File: config.mk
export PLATFORM = sky130hd
export DESIGN_NAME = settable_up_down_clock_top
export DESIGN_NICKNAME = d
export VERILOG_FILES = /design/src/hw/rtl/sudc_pkg.sv /design/src/hw/rtl/sudc_update.sv /design/src/hw/rtl/settable_up_down_clock_top.sv
export SDC_FILE = /design/constraint.sdc
export NUM_CORES = 1
export LEC_CHECK = 0
export ABC_AREA = 1
export BUFFER_PORTS_ARGS = -buffer_cell sky130_fd_sc_hd__buf_2
export CORE_ASPECT_RATIO = 0.6
export CORE_MARGIN = 2
export CORE_UTILIZATION = 45
export DETAILED_ROUTE_END_ITERATION = 8
export HOLD_SLACK_MARGIN = 0.02
export RECOVER_POWER = 50
export SLEW_MARGIN = 0
export SYNTH_ARGS = -nofsm -noshare
export SYNTH_HDL_FRONTEND = slang
export SYNTH_SLANG_ARGS = --single-unit
File: constraint.sdc
create_clock -name clock -period 10.05 [get_ports clock]
set_input_delay 2.01 -clock clock [delete_from_list [all_inputs] [get_ports clock]]
set_output_delay 2.01 -clock clock [all_outputs]
set_load 0.01 [all_outputs]
File: src/hw/rtl/sudc_pkg.sv
`timescale 1ns / 1ps
// ----------------------------------------------------------------------------
// Settable clock package
// This file holds the types, widths, reset values and key codes that the
// settable up/down clock modules share.
// ----------------------------------------------------------------------------
package sudc_pkg;

   localparam int DivideWidth = 16;
   localparam int HourWidth   = 5;
   localparam int MinSecWidth = 6;
   localparam int EditWidth   = 3;
   localparam int ModeWidth   = 4;
   localparam int KeyWidth    = 5;
   localparam int ReqDataBits = 8;
   localparam int RspDataBits = 32;

   localparam logic [DivideWidth-1:0] DivideReset = 16'd700;

   localparam logic [HourWidth-1:0]   HourReset   = 5'd23;
   localparam logic [MinSecWidth-1:0] MinuteReset = 6'd59;
   localparam logic [MinSecWidth-1:0] SecondReset = 6'd56;

   localparam logic [HourWidth-1:0]   HourMax   = 5'd23;
   localparam logic [MinSecWidth-1:0] MinSecMax = 6'd59;
   localparam logic [EditWidth-1:0]   EditLast  = 3'd6;
   localparam logic [EditWidth-1:0]   EditFirst = 3'd1;
   localparam logic [EditWidth-1:0]   EditNone  = 3'd0;

   localparam logic [ModeWidth-1:0] ModeDigitZero = 4'd0;
   localparam logic [ModeWidth-1:0] ModeDigitEnd  = 4'd10;
   localparam logic [ModeWidth-1:0] ModeCountUp   = 4'd11;
   localparam logic [ModeWidth-1:0] ModeCountDown = 4'd12;
   localparam logic [ModeWidth-1:0] ModeClear     = 4'd13;

   localparam logic [KeyWidth-1:0] KeyRunStop = 5'd10;
   localparam logic [KeyWidth-1:0] KeyEdit    = 5'd14;
   localparam logic [KeyWidth-1:0] KeyLastSet = 5'd15;
   localparam logic [KeyWidth-1:0] KeyZero    = 5'd16;

   localparam logic REQ_TICK = 1'b0;
   localparam logic REQ_KEY  = 1'b1;

   typedef struct packed {
      logic [HourWidth-1:0]   hours;
      logic [MinSecWidth-1:0] minutes;
      logic [MinSecWidth-1:0] seconds;
      logic                   running;
      logic [EditWidth-1:0]   edit_position;
      logic [ModeWidth-1:0]   mode_code;
      logic [DivideWidth-1:0] prescale;
   } clock_state_type;

endpackage

File: src/hw/rtl/sudc_update.sv
`timescale 1ns / 1ps
// ----------------------------------------------------------------------------
// Settable clock update logic
// Computes the clock state that follows one tick or one key event.
// ----------------------------------------------------------------------------
module sudc_update (
   input  sudc_pkg::clock_state_type            cur_state,
   input  logic                                  req_type,
   input  logic [sudc_pkg::KeyWidth-1:0]         key,
   input  logic [sudc_pkg::DivideWidth-1:0]      second_divide,
   output sudc_pkg::clock_state_type             next_state
);
   import sudc_pkg::*;

   function automatic logic [2:0] tens_of(input logic [5:0] value);
      logic [2:0] t;
      if (value >= 6'd60) begin
         t = 3'd6;
      end else if (value >= 6'd50) begin
         t = 3'd5;
      end else if (value >= 6'd40) begin
         t = 3'd4;
      end else if (value >= 6'd30) begin
         t = 3'd3;
      end else if (value >= 6'd20) begin
         t = 3'd2;
      end else if (value >= 6'd10) begin
         t = 3'd1;
      end else begin
         t = 3'd0;
      end
      return t;
   endfunction

   function automatic logic [6:0] put_digit(input logic [5:0] value, input logic [3:0] digit,
                                           input logic tens);
      logic [2:0] t;
      logic [6:0] t10;
      logic [6:0] units;
      logic [6:0] d10;
      t     = tens_of(value);
      t10   = {1'b0, t, 3'b000} + {3'b000, t, 1'b0};
      units = {1'b0, value} - t10;
      d10   = {digit, 3'b000} + {2'b00, digit, 1'b0};
      if (tens) begin
         return units + d10;
      end
      return t10 + {3'b000, digit};
   endfunction

   logic [DivideWidth:0] prescale_inc;
   logic                 second_hit;
   logic [2:0]           pos;
   logic [6:0]           h_edit;
   logic [6:0]           m_edit;
   logic [6:0]           s_edit;
   logic                 digit_write;

   assign prescale_inc = {1'b0, cur_state.prescale} + 1'b1;
   assign second_hit   = prescale_inc >= {1'b0, second_divide};

   always_comb begin
      next_state  = cur_state;
      pos         = cur_state.edit_position;
      h_edit      = {2'b00, cur_state.hours};
      m_edit      = {1'b0, cur_state.minutes};
      s_edit      = {1'b0, cur_state.seconds};
      digit_write = 1'b0;
      if (req_type == REQ_TICK) begin
         next_state.prescale = second_hit ? '0 : prescale_inc[DivideWidth-1:0];
         if (second_hit && cur_state.running) begin
            case (cur_state.mode_code)
               ModeCountUp: begin
                  if (cur_state.seconds >= MinSecMax) begin
                     next_state.seconds = '0;
                     if (cur_state.minutes >= MinSecMax) begin
                        next_state.minutes = '0;
                        next_state.hours   = (cur_state.hours >= HourMax) ? '0 :
                                             cur_state.hours + 1'b1;
                     end else begin
                        next_state.minutes = cur_state.minutes + 1'b1;
                     end
                  end else begin
                     next_state.seconds = cur_state.seconds + 1'b1;
                  end
               end
               ModeCountDown: begin
                  if (cur_state.seconds == '0) begin
                     next_state.seconds = MinSecMax;
                     if (cur_state.minutes == '0) begin
                        next_state.minutes = MinSecMax;
                        next_state.hours   = (cur_state.hours == '0) ? HourMax :
                                             cur_state.hours - 1'b1;
                     end else begin
                        next_state.minutes = cur_state.minutes - 1'b1;
                     end
                  end else begin
                     next_state.seconds = cur_state.seconds - 1'b1;
                  end
               end
               ModeClear: begin
                  next_state.hours   = '0;
                  next_state.minutes = '0;
                  next_state.seconds = '0;
               end
               default: begin
               end
            endcase
         end
      end else begin
         if (key inside {[5'd1:5'd9], [5'd11:KeyLastSet]}) begin
            next_state.mode_code = key[ModeWidth-1:0];
         end else if (key == KeyZero) begin
            next_state.mode_code = ModeDigitZero;
         end
         if (key == KeyRunStop) begin
            next_state.running = ~cur_state.running;
         end
         if (!next_state.running) begin
            if (key == KeyEdit) begin
               pos = (cur_state.edit_position >= EditLast) ? EditFirst :
                     cur_state.edit_position + 1'b1;
               next_state.edit_position = pos;
            end
            digit_write = (next_state.mode_code < ModeDigitEnd) && (pos != EditNone) &&
                          (pos <= EditLast);
            if (digit_write) begin
               if (pos <= 3'd2) begin
                  h_edit = put_digit({1'b0, cur_state.hours}, next_state.mode_code, pos[0]);
               end else if (pos <= 3'd4) begin
                  m_edit = put_digit(cur_state.minutes, next_state.mode_code, pos[0]);
               end else begin
                  s_edit = put_digit(cur_state.seconds, next_state.mode_code, pos[0]);
               end
            end
            if (h_edit > {2'b00, HourMax}) begin
               next_state.hours     = '0;
               next_state.mode_code = ModeDigitZero;
            end else begin
               next_state.hours = h_edit[HourWidth-1:0];
            end
            next_state.minutes = (m_edit > {1'b0, MinSecMax}) ? '0 : m_edit[MinSecWidth-1:0];
            next_state.seconds = (s_edit > {1'b0, MinSecMax}) ? '0 : s_edit[MinSecWidth-1:0];
         end
      end
   end

endmodule

File: src/hw/rtl/settable_up_down_clock_top.sv
`timescale 1ns / 1ps
// ----------------------------------------------------------------------------
// Settable up/down clock
// A 24-hour clock with a tick prescaler, run/stop and key-driven editing.
//
//   Channel  Direction  Payload
//   req_     in         tuser: req_type; tdata[4:0]: key
//   rsp_     out        tdata: hours, minutes, seconds, running, edit_position,
//                       mode_code (from bit 0 up)
//   csr_     in         data: second_divide
//
// Each transfer is registered in the input register, then updates the state and
// yields one result transfer through the result register; one item is taken every
// cycle while the result is not stalled.
// Synchronous reset sets the time to 23:59:56, stopped, mode 0, prescaler 0.
// A stalled result holds the input register, and req_tready falls only when
// both registers are full.
// ----------------------------------------------------------------------------
module settable_up_down_clock_top (
   input  logic                                clock,
   input  logic                                reset,
   input  logic                                req_tvalid,
   output logic                                req_tready,
   input  logic                                req_tuser,   // req_type
   input  logic [sudc_pkg::ReqDataBits-1:0]    req_tdata,   // key [4:0]
   output logic                                rsp_tvalid,
   input  logic                                rsp_tready,
   output logic [sudc_pkg::RspDataBits-1:0]    rsp_tdata,   // hours, minutes, seconds,
                                                            // running, edit_position,
                                                            // mode_code
   input  logic                                csr_valid,
   output logic                                csr_ready,
   input  logic [sudc_pkg::DivideWidth-1:0]    csr_data     // second_divide
);
   import sudc_pkg::*;

   logic                    in_valid_ff, in_valid_in;
   logic                    in_type_ff;
   logic [KeyWidth-1:0]     in_key_ff;
   logic                    rsp_valid_ff, rsp_valid_in;
   logic [RspDataBits-1:0]  rsp_data_ff;
   logic [DivideWidth-1:0]  divide_ff;
   clock_state_type         state_ff, state_in;
   logic                    advance;
   logic                    req_accept;
   logic                    fire;

   assign advance    = !rsp_valid_ff || rsp_tready;
   assign req_tready = !in_valid_ff || advance;
   assign req_accept = req_tvalid && req_tready;
   assign fire       = in_valid_ff && advance;
   assign csr_ready  = 1'b1;
   assign rsp_tvalid = rsp_valid_ff;
   assign rsp_tdata  = rsp_data_ff;

   assign in_valid_in  = req_accept ? 1'b1 : (advance ? 1'b0 : in_valid_ff);
   assign rsp_valid_in = fire ? 1'b1 : (rsp_tready ? 1'b0 : rsp_valid_ff);

   sudc_update u_update (
      .cur_state     (state_ff),
      .req_type      (in_type_ff),
      .key           (in_key_ff),
      .second_divide (divide_ff),
      .next_state    (state_in)
   );

   always_ff @(posedge clock) begin
      if (reset) begin
         in_valid_ff            <= 1'b0;
         rsp_valid_ff           <= 1'b0;
         divide_ff              <= DivideReset;
         state_ff.hours         <= HourReset;
         state_ff.minutes       <= MinuteReset;
         state_ff.seconds       <= SecondReset;
         state_ff.running       <= 1'b0;
         state_ff.edit_position <= EditNone;
         state_ff.mode_code     <= ModeDigitZero;
         state_ff.prescale      <= '0;
      end else begin
         in_valid_ff  <= in_valid_in;
         rsp_valid_ff <= rsp_valid_in;
         if (csr_valid) begin
            divide_ff <= csr_data;
         end
         if (fire) begin
            state_ff <= state_in;
         end
      end
   end

   always_ff @(posedge clock) begin
      if (req_accept) begin
         in_type_ff <= req_tuser;
         in_key_ff  <= req_tdata[KeyWidth-1:0];
      end
      if (fire) begin
         rsp_data_ff <= {7'd0, state_in.mode_code, state_in.edit_position, state_in.running,
                         state_in.seconds, state_in.minutes, state_in.hours};
      end
   end

   assert property (@(posedge clock) disable iff (reset)
      !rsp_valid_ff |-> req_tready)
      else $error("Input side stalled while the result register was empty.");

   assert property (@(posedge clock) disable iff (reset)
      fire |=> rsp_tvalid)
      else $error("A processed transfer did not produce a result.");

   assert property (@(posedge clock) disable iff (reset)
      rsp_tvalid |-> (rsp_tdata[4:0] <= HourMax) && (rsp_tdata[10:5] <= MinSecMax) &&
                     (rsp_tdata[16:11] <= MinSecMax))
      else $error("Time field out of range.");

   assert property (@(posedge clock) disable iff (reset)
      rsp_tvalid |-> rsp_tdata[20:18] <= EditLast)
      else $error("Edit position out of range.");

   assert property (@(posedge clock) disable iff (reset)
      (rsp_valid_ff && !rsp_tready) |=> $stable(state_ff))
      else $error("State changed while the result was stalled.");

endmodule

### After elaboration in Yosys (flattened, before gate mapping)

Index checks and enable logic that the tools add are counted.

| word-level totals | value |
|---|---|
| register bits after elaboration | 90 |
| input bits | 30 |
| output and inout bits | 35 |
| logic and storage cells | 196 |

| cells by class | value |
|---|---|
| add/subtract/negate cells | 21 |
| $lt $le $gt $ge | 34 |
| equality and inequality tests | 6 |
| multiplexer cells | 101 |
| bitwise logic cells | 2 |
| reduce and logical (&&, ||, !) cells | 19 |

Operators with widths:

| operator | number |
|---|---|
| 2-to-1 mux 7 bit | 21 |
| 2-to-1 mux 3 bit | 33 |
| 2-to-1 mux 17 bit | 3 |
| one-hot mux 17 bit (3 select lines) | 1 |
| greater-or-equal comparator 6 bit, second input constant | 8 |
| 2-to-1 mux 6 bit | 6 |
| 2-to-1 mux 5 bit | 5 |
| greater-or-equal comparator 6 x 5 -> 1 bit, second input constant | 4 |
| 2-to-1 mux 1 bit | 24 |
| 2-to-1 mux 11 bit | 2 |
| adder 6 x 4 -> 7 bit | 3 |
| adder 7 x 4 -> 7 bit | 3 |
| adder 7 bit | 3 |
| greater-or-equal comparator 5 x 6 -> 1 bit, second input constant | 3 |
| adder 16 x 1 -> 17 bit, second input constant | 1 |
| greater-or-equal comparator 17 x 16 -> 1 bit | 1 |
| 2-to-1 mux 16 bit | 1 |
| 2-to-1 mux 4 bit | 4 |
| greater-or-equal comparator 5 bit, second input constant | 3 |
| greater-than comparator 7 x 6 -> 1 bit, second input constant | 2 |
| subtractor 6 x 7 -> 7 bit | 2 |
| adder 6 x 1 -> 6 bit, second input constant | 2 |
| equality test 4 bit, second input constant | 3 |
| greater-or-equal comparator 6 x 4 -> 1 bit, second input constant | 2 |
| other kinds (26) | 43 |

### Longest topological paths before layout

| logic depth | value |
|---|---|
| depth in word-level cells | 26 |
| gate-level depth with buffers | 29 |
| gate-level depth less buffers | 29 |

### Hierarchy

Synthesis repeated with hierarchy kept, for this count alone.

| second synthesis, totals | value |
|---|---|
| cell total of the unflattened synthesis | 1,338 |
| area, all modules | 8,762.2 um2 |

By module, submodules not included:

| module | instances | cells an instance | area each (um2) | seq. area each (um2) |
|---|---|---|---|---|
| sudc_update | 1 | 973 | 5,343.9 | 0.0 |
| settable_up_down_clock_top | 1 | 365 | 3,418.3 | 2,112.0 |

### Worst setup path before layout

OpenSTA, ideal clock, no wires.

| timing path | value |
|---|---|
| path kind | reg2reg |
| from | register in_key_ff[0] |
| to | register rsp_data_ff[11], in the netlist rsp_tdata[11] (data pin) |
| setup time | 253 ps |
| data arrival time | 4,101 ps |
| required time | 9,797 ps |
| path slack | 5,695 ps |
| cell stages (with the launch flop) | 24 |
| buffers on the path | 0 |
| period minus slack after synthesis | 4,355 ps |
| cells stage by stage | edfxtp_1 > nor2_1 > nand2_1 > nand3_2 > nand2_2 > o21ai_0 > ha_1 > fa_1 > fa_1 > ha_1 > a21oi_1 > nand2_1 > nand2_1 > nand2_1 > nand2_1 > nand2_1 > nand2_1 > nand2_1 > o21ai_1 > nand4_2 > nand3_1 > nand2_1 > nand2_1 > nand2_1 |

RTL lines:

| what | line | source |
|---|---|---|
| start: declaration | settable_up_down_clock_top.sv:39 | `logic [KeyWidth-1:0] in_key_ff;` |
| start signal: assignment | settable_up_down_clock_top.sv:94 | `in_key_ff <= req_tdata[KeyWidth-1:0];` |
| end signal: assignment | settable_up_down_clock_top.sv:97 | `rsp_data_ff <= {7'd0, state_in.mode_code, state_in.edit_position, state_in.running,` |
| end: declaration | settable_up_down_clock_top.sv:41 | `logic [RspDataBits-1:0] rsp_data_ff;` |

### Worst setup path in the final report

| timing path | value |
|---|---|
| from | input port rsp_tready |
| to | register state_ff[20] (netlist bit) |

| on the way | value |
|---|---|
| word-level cells in the longest chain between the ends | 2 |

Ends and longest elaborated chain:

| what | line | source |
|---|---|---|
| start: declaration | settable_up_down_clock_top.sv:27 | `input logic rsp_tready,` |
| logical OR 1 bit | settable_up_down_clock_top.sv:48 | `assign advance = !rsp_valid_ff \|\| rsp_tready;` |
| logical AND 1 bit | settable_up_down_clock_top.sv:51 | `assign fire = in_valid_ff && advance;` |
| end signal: assignment | settable_up_down_clock_top.sv:86 | `state_ff <= state_in;` |
| end: declaration | settable_up_down_clock_top.sv:43 | `clock_state_type state_ff, state_in;` |

No other way between the ends.
A chain may end at the register's enable or synchronous reset.

==> flow_metrics.env <==
export IMPL_finClkSkew_ns=0.0122
export IMPL_ir_drop_v=0.0000968
export IMPL_clock_fmax_ghz=0.191
export IMPL_crit_type="input pin to flop"
export IMPL_antenna_found_initial=0
export IMPL_max_cap_violations=3
export IMPL_grt_pass1_wl_mm=37.9
export IMPL_min_period_ns=5.24
export IMPL_crit_required_ns=10.22
export IMPL_drt_iter0_markers=710
export IMPL_cp_num_buf_inv=4
export IMPL_slowest_stage="inv_1"
export IMPL_use_met3_pct=6.35
export IMPL_cts_resized=0
export IMPL_layoutNonFillerInstCount=1503
export IMPL_path_cells="buf_2 > inv_1 > nand2_1 > nand2_1 > clkbuf_1 > inv_1 > o21ai_0 > a21oi_1"
export IMPL_crit_family="buffers and inverters"
export IMPL_layout_nets=1362
export IMPL_power_density_mw_per_mm2=158
export IMPL_synth_compound_area_share_pct=14.8
export IMPL_status="finished, violations left"
export IMPL_syn_area_per_cell_um2=6.77
export IMPL_crit_path_end_kind="flop"
export IMPL_synthSimpleGateAreaFrac_pct=32.7
export IMPL_synth_largest_area_cell="nand2_1"
export IMPL_num_vias=8009
export IMPL_fp_dieArea_mm2=0.0196
export IMPL_report_final_hold_viol_count=0
export IMPL_cpPeakStageDelay_ns=1.38
export IMPL_cts_num_sinks=90
export IMPL_drt_total_wl_mm=23.7
export IMPL_gr_total_overflow=0
export IMPL_holdBufCountCts=0
export IMPL_grt_use_total_pct=25.1
export IMPL_ys_seq_area_share_pct=25.5
export IMPL_antenna_left=0
export IMPL_synth_top_family_by_area="simple AND/OR/NAND/NOR gates"
export IMPL_numCtsBuffers=9
export IMPL_drv_slew=126
export IMPL_critPathArrivalTime_ns=5.41
export IMPL_cts_clk_slew_worst_paths_ns=0.07
export IMPL_hpwl_mm=18.4
export IMPL_ioPinCount=65
export IMPL_grt_use_met1_pct=40.1
export IMPL_synth_area_top_cells="nand2_1 (14%), dfxtp_1 (14%), edfxtp_1 (11%), ha_1 (8.0%), inv_1 (6.9%)"
export IMPL_total_leakage_power_nw=4.36
export IMPL_ys_types=57
export IMPL_critPathLaunchType="input pin"
export IMPL_routedWlPerCell_um=15.8
export IMPL_dr_pass1_iters=6
export IMPL_gr_max_usage_layer="met1"
export IMPL_synthXorXnorAreaFrac_pct=3.38
export IMPL_fin_tns_setup_ns=0
export IMPL_synthCells=1224
export IMPL_gp_routability_congestion=0.904
export IMPL_core_mm2=0.0181
export IMPL_p_total_mw=1.42
export IMPL_drc_errors=0
export IMPL_crit_fanout=51
export IMPL_synth_most_common_cell="nand2_1"
export IMPL_drive_gt1_share_pct=9.74
export IMPL_rsz0062_at_grt="false"
export IMPL_ys_seq_elements=90
export IMPL_slew_headroom_pct=-68.7
export IMPL_synth_edf_count=31
export IMPL_synth_main_ff_cell="dfxtp_1"
export IMPL_yosysTopAreaCellShare_pct=14.4
export IMPL_hp_class="flop to flop"
export IMPL_grt_pass1_vias=7095
export IMPL_cts_root_buffer_cell="clkbuf_16"
export IMPL_syn_area_mm2=0.00829
export IMPL_post_route_period_util_pct=52.1
export IMPL_dp_cells=1487
export IMPL_htree_levels=3
export IMPL_syn_to_final_growth_pct=8.62
export IMPL_grt_max_degree=52
export IMPL_synthArstFlopShare_pct=0
export IMPL_synth_mux_area_share_pct=0
export IMPL_clk_latency_ns=0.35
export IMPL_worst_slew_pin_slew_ns=2.53
export IMPL_start_util_pct=45.9
export IMPL_die_w_um=179
export IMPL_ys_warn_count=0
export IMPL_cts_buffer_depth=2
export IMPL_synthTopCellsByCount="nand2_1 (319), inv_1 (153), a21oi_1 (106), nand3_1 (94), o21ai_0 (77)"
export IMPL_violations="capacitance limit, slew limit"
export IMPL_cts_tree="done"
export IMPL_diodes=0
export IMPL_final_setup_viol_count=0
export IMPL_num_rows=38
export IMPL_grt_util_met2_pct=33.7
export IMPL_synthAdderAreaFrac_pct=13.1
export IMPL_routed_via_density=5.33
export IMPL_cts_setup_buffers=0
export IMPL_r2r_slack_ns=5.12
export IMPL_io_buffers=53
export IMPL_die_h_um=109
## metal layers
metal,share of wire (%),wire length [um]
met1,52,12500
met2,38,8980
met3,9.3,2210
met4,0.37,88
met5,0,0
## worst min-delay path: stages (launching register included)
cell and delay [ns]:
dfxtp_1 0.30, inv_1 0.06, a21oi_1 0.06
## stage by stage
stage | cell area [um2] | hold slack [ns] | utilization, % | setup WS (ns)
floorplan | 8310 | 0.439 | - | 5.70
global placement | 8700 | 0.458 | 48.1 | 5.24
detailed placement | 8700 | 0.461 | 48.1 | 5.23
CTS | 9040 | 0.474 | 50.0 | 5.20
global route | 9000 | 0.490 | 49.8 | 4.48
finish | 9000 | 0.471 | 49.8 | 4.81
## power breakdown
part / switching, mW / internal [mW] / leakage [nW]
registers: 0.0232 / 0.402 / 0.779
logic: 0.389 / 0.227 / 3.41
clock network: 0.152 / 0.232 / 0.168
## placed cells by master (no fill, tap or decap), types with 6 or more instances in the layout
cell       instances
a21oi_1          106
buf_2             26
clkbuf_1          29
clkbuf_16         11
conb_1             8
dfxtp_1           59
edfxtp_1          31
fa_1              21
ha_1              53
inv_1            154
inv_2             17
nand2_1          319
nand2_2           21
nand2_4            8
nand3_1           94
nand3b_1           7
nand4_1           16
nor2_1            76
nor2_4             6
nor3_1            13
o211ai_1           8
o21ai_0           77
o21ai_1            7
xnor2_1           10
xor2_1            22
## kinds of logic (layout without fill, tap and decap cells)
| kind of cell | after synthesis | in the layout |
|---|---|---|
| DFF | 90 | 90 |
| buffers and inverters | 215 | 248 |
| adders and majority gates | 74 | 74 |
| xor gates and xnor gates | 32 | 32 |
| AOI/OAI and AO/OA | 224 | 224 |
| and+or+nand+nor | 587 | 587 |
| other | 2 | 8 |
## sequential cells by signal, indices dropped and copies added (netlist names)
name / count
in_type_ff: 1
rsp_tvalid: 1
rsp_tdata: 25
in_valid_ff: 1
divide_ff: 16
state_ff: 41
in_key_ff: 5
## final cells by class
cell class | instances | area (um2)
fill | 1885 | 9070
multi-input combinational | 925 | 5330
tap | 240 | 300
inverter | 175 | 662
clock buffer | 13 | 293
clock inverter | 3 | 50.0
sequential | 90 | 2110
timing repair buffer | 57 | 258
## worst paths after layout
| path | endpoint | start | cells past startpoint |
|---|---|---|---|
| max | state_ff[20] | rsp_tready | 8 |
| min | divide_ff[12] | divide_ff[12] | 2 |
| max reg2reg | state_ff[29] | in_key_ff[0] | 26 |
| min reg2reg | divide_ff[12] | divide_ff[12] | 2 |
Note: power is estimated with default switching activity, not from simulation.
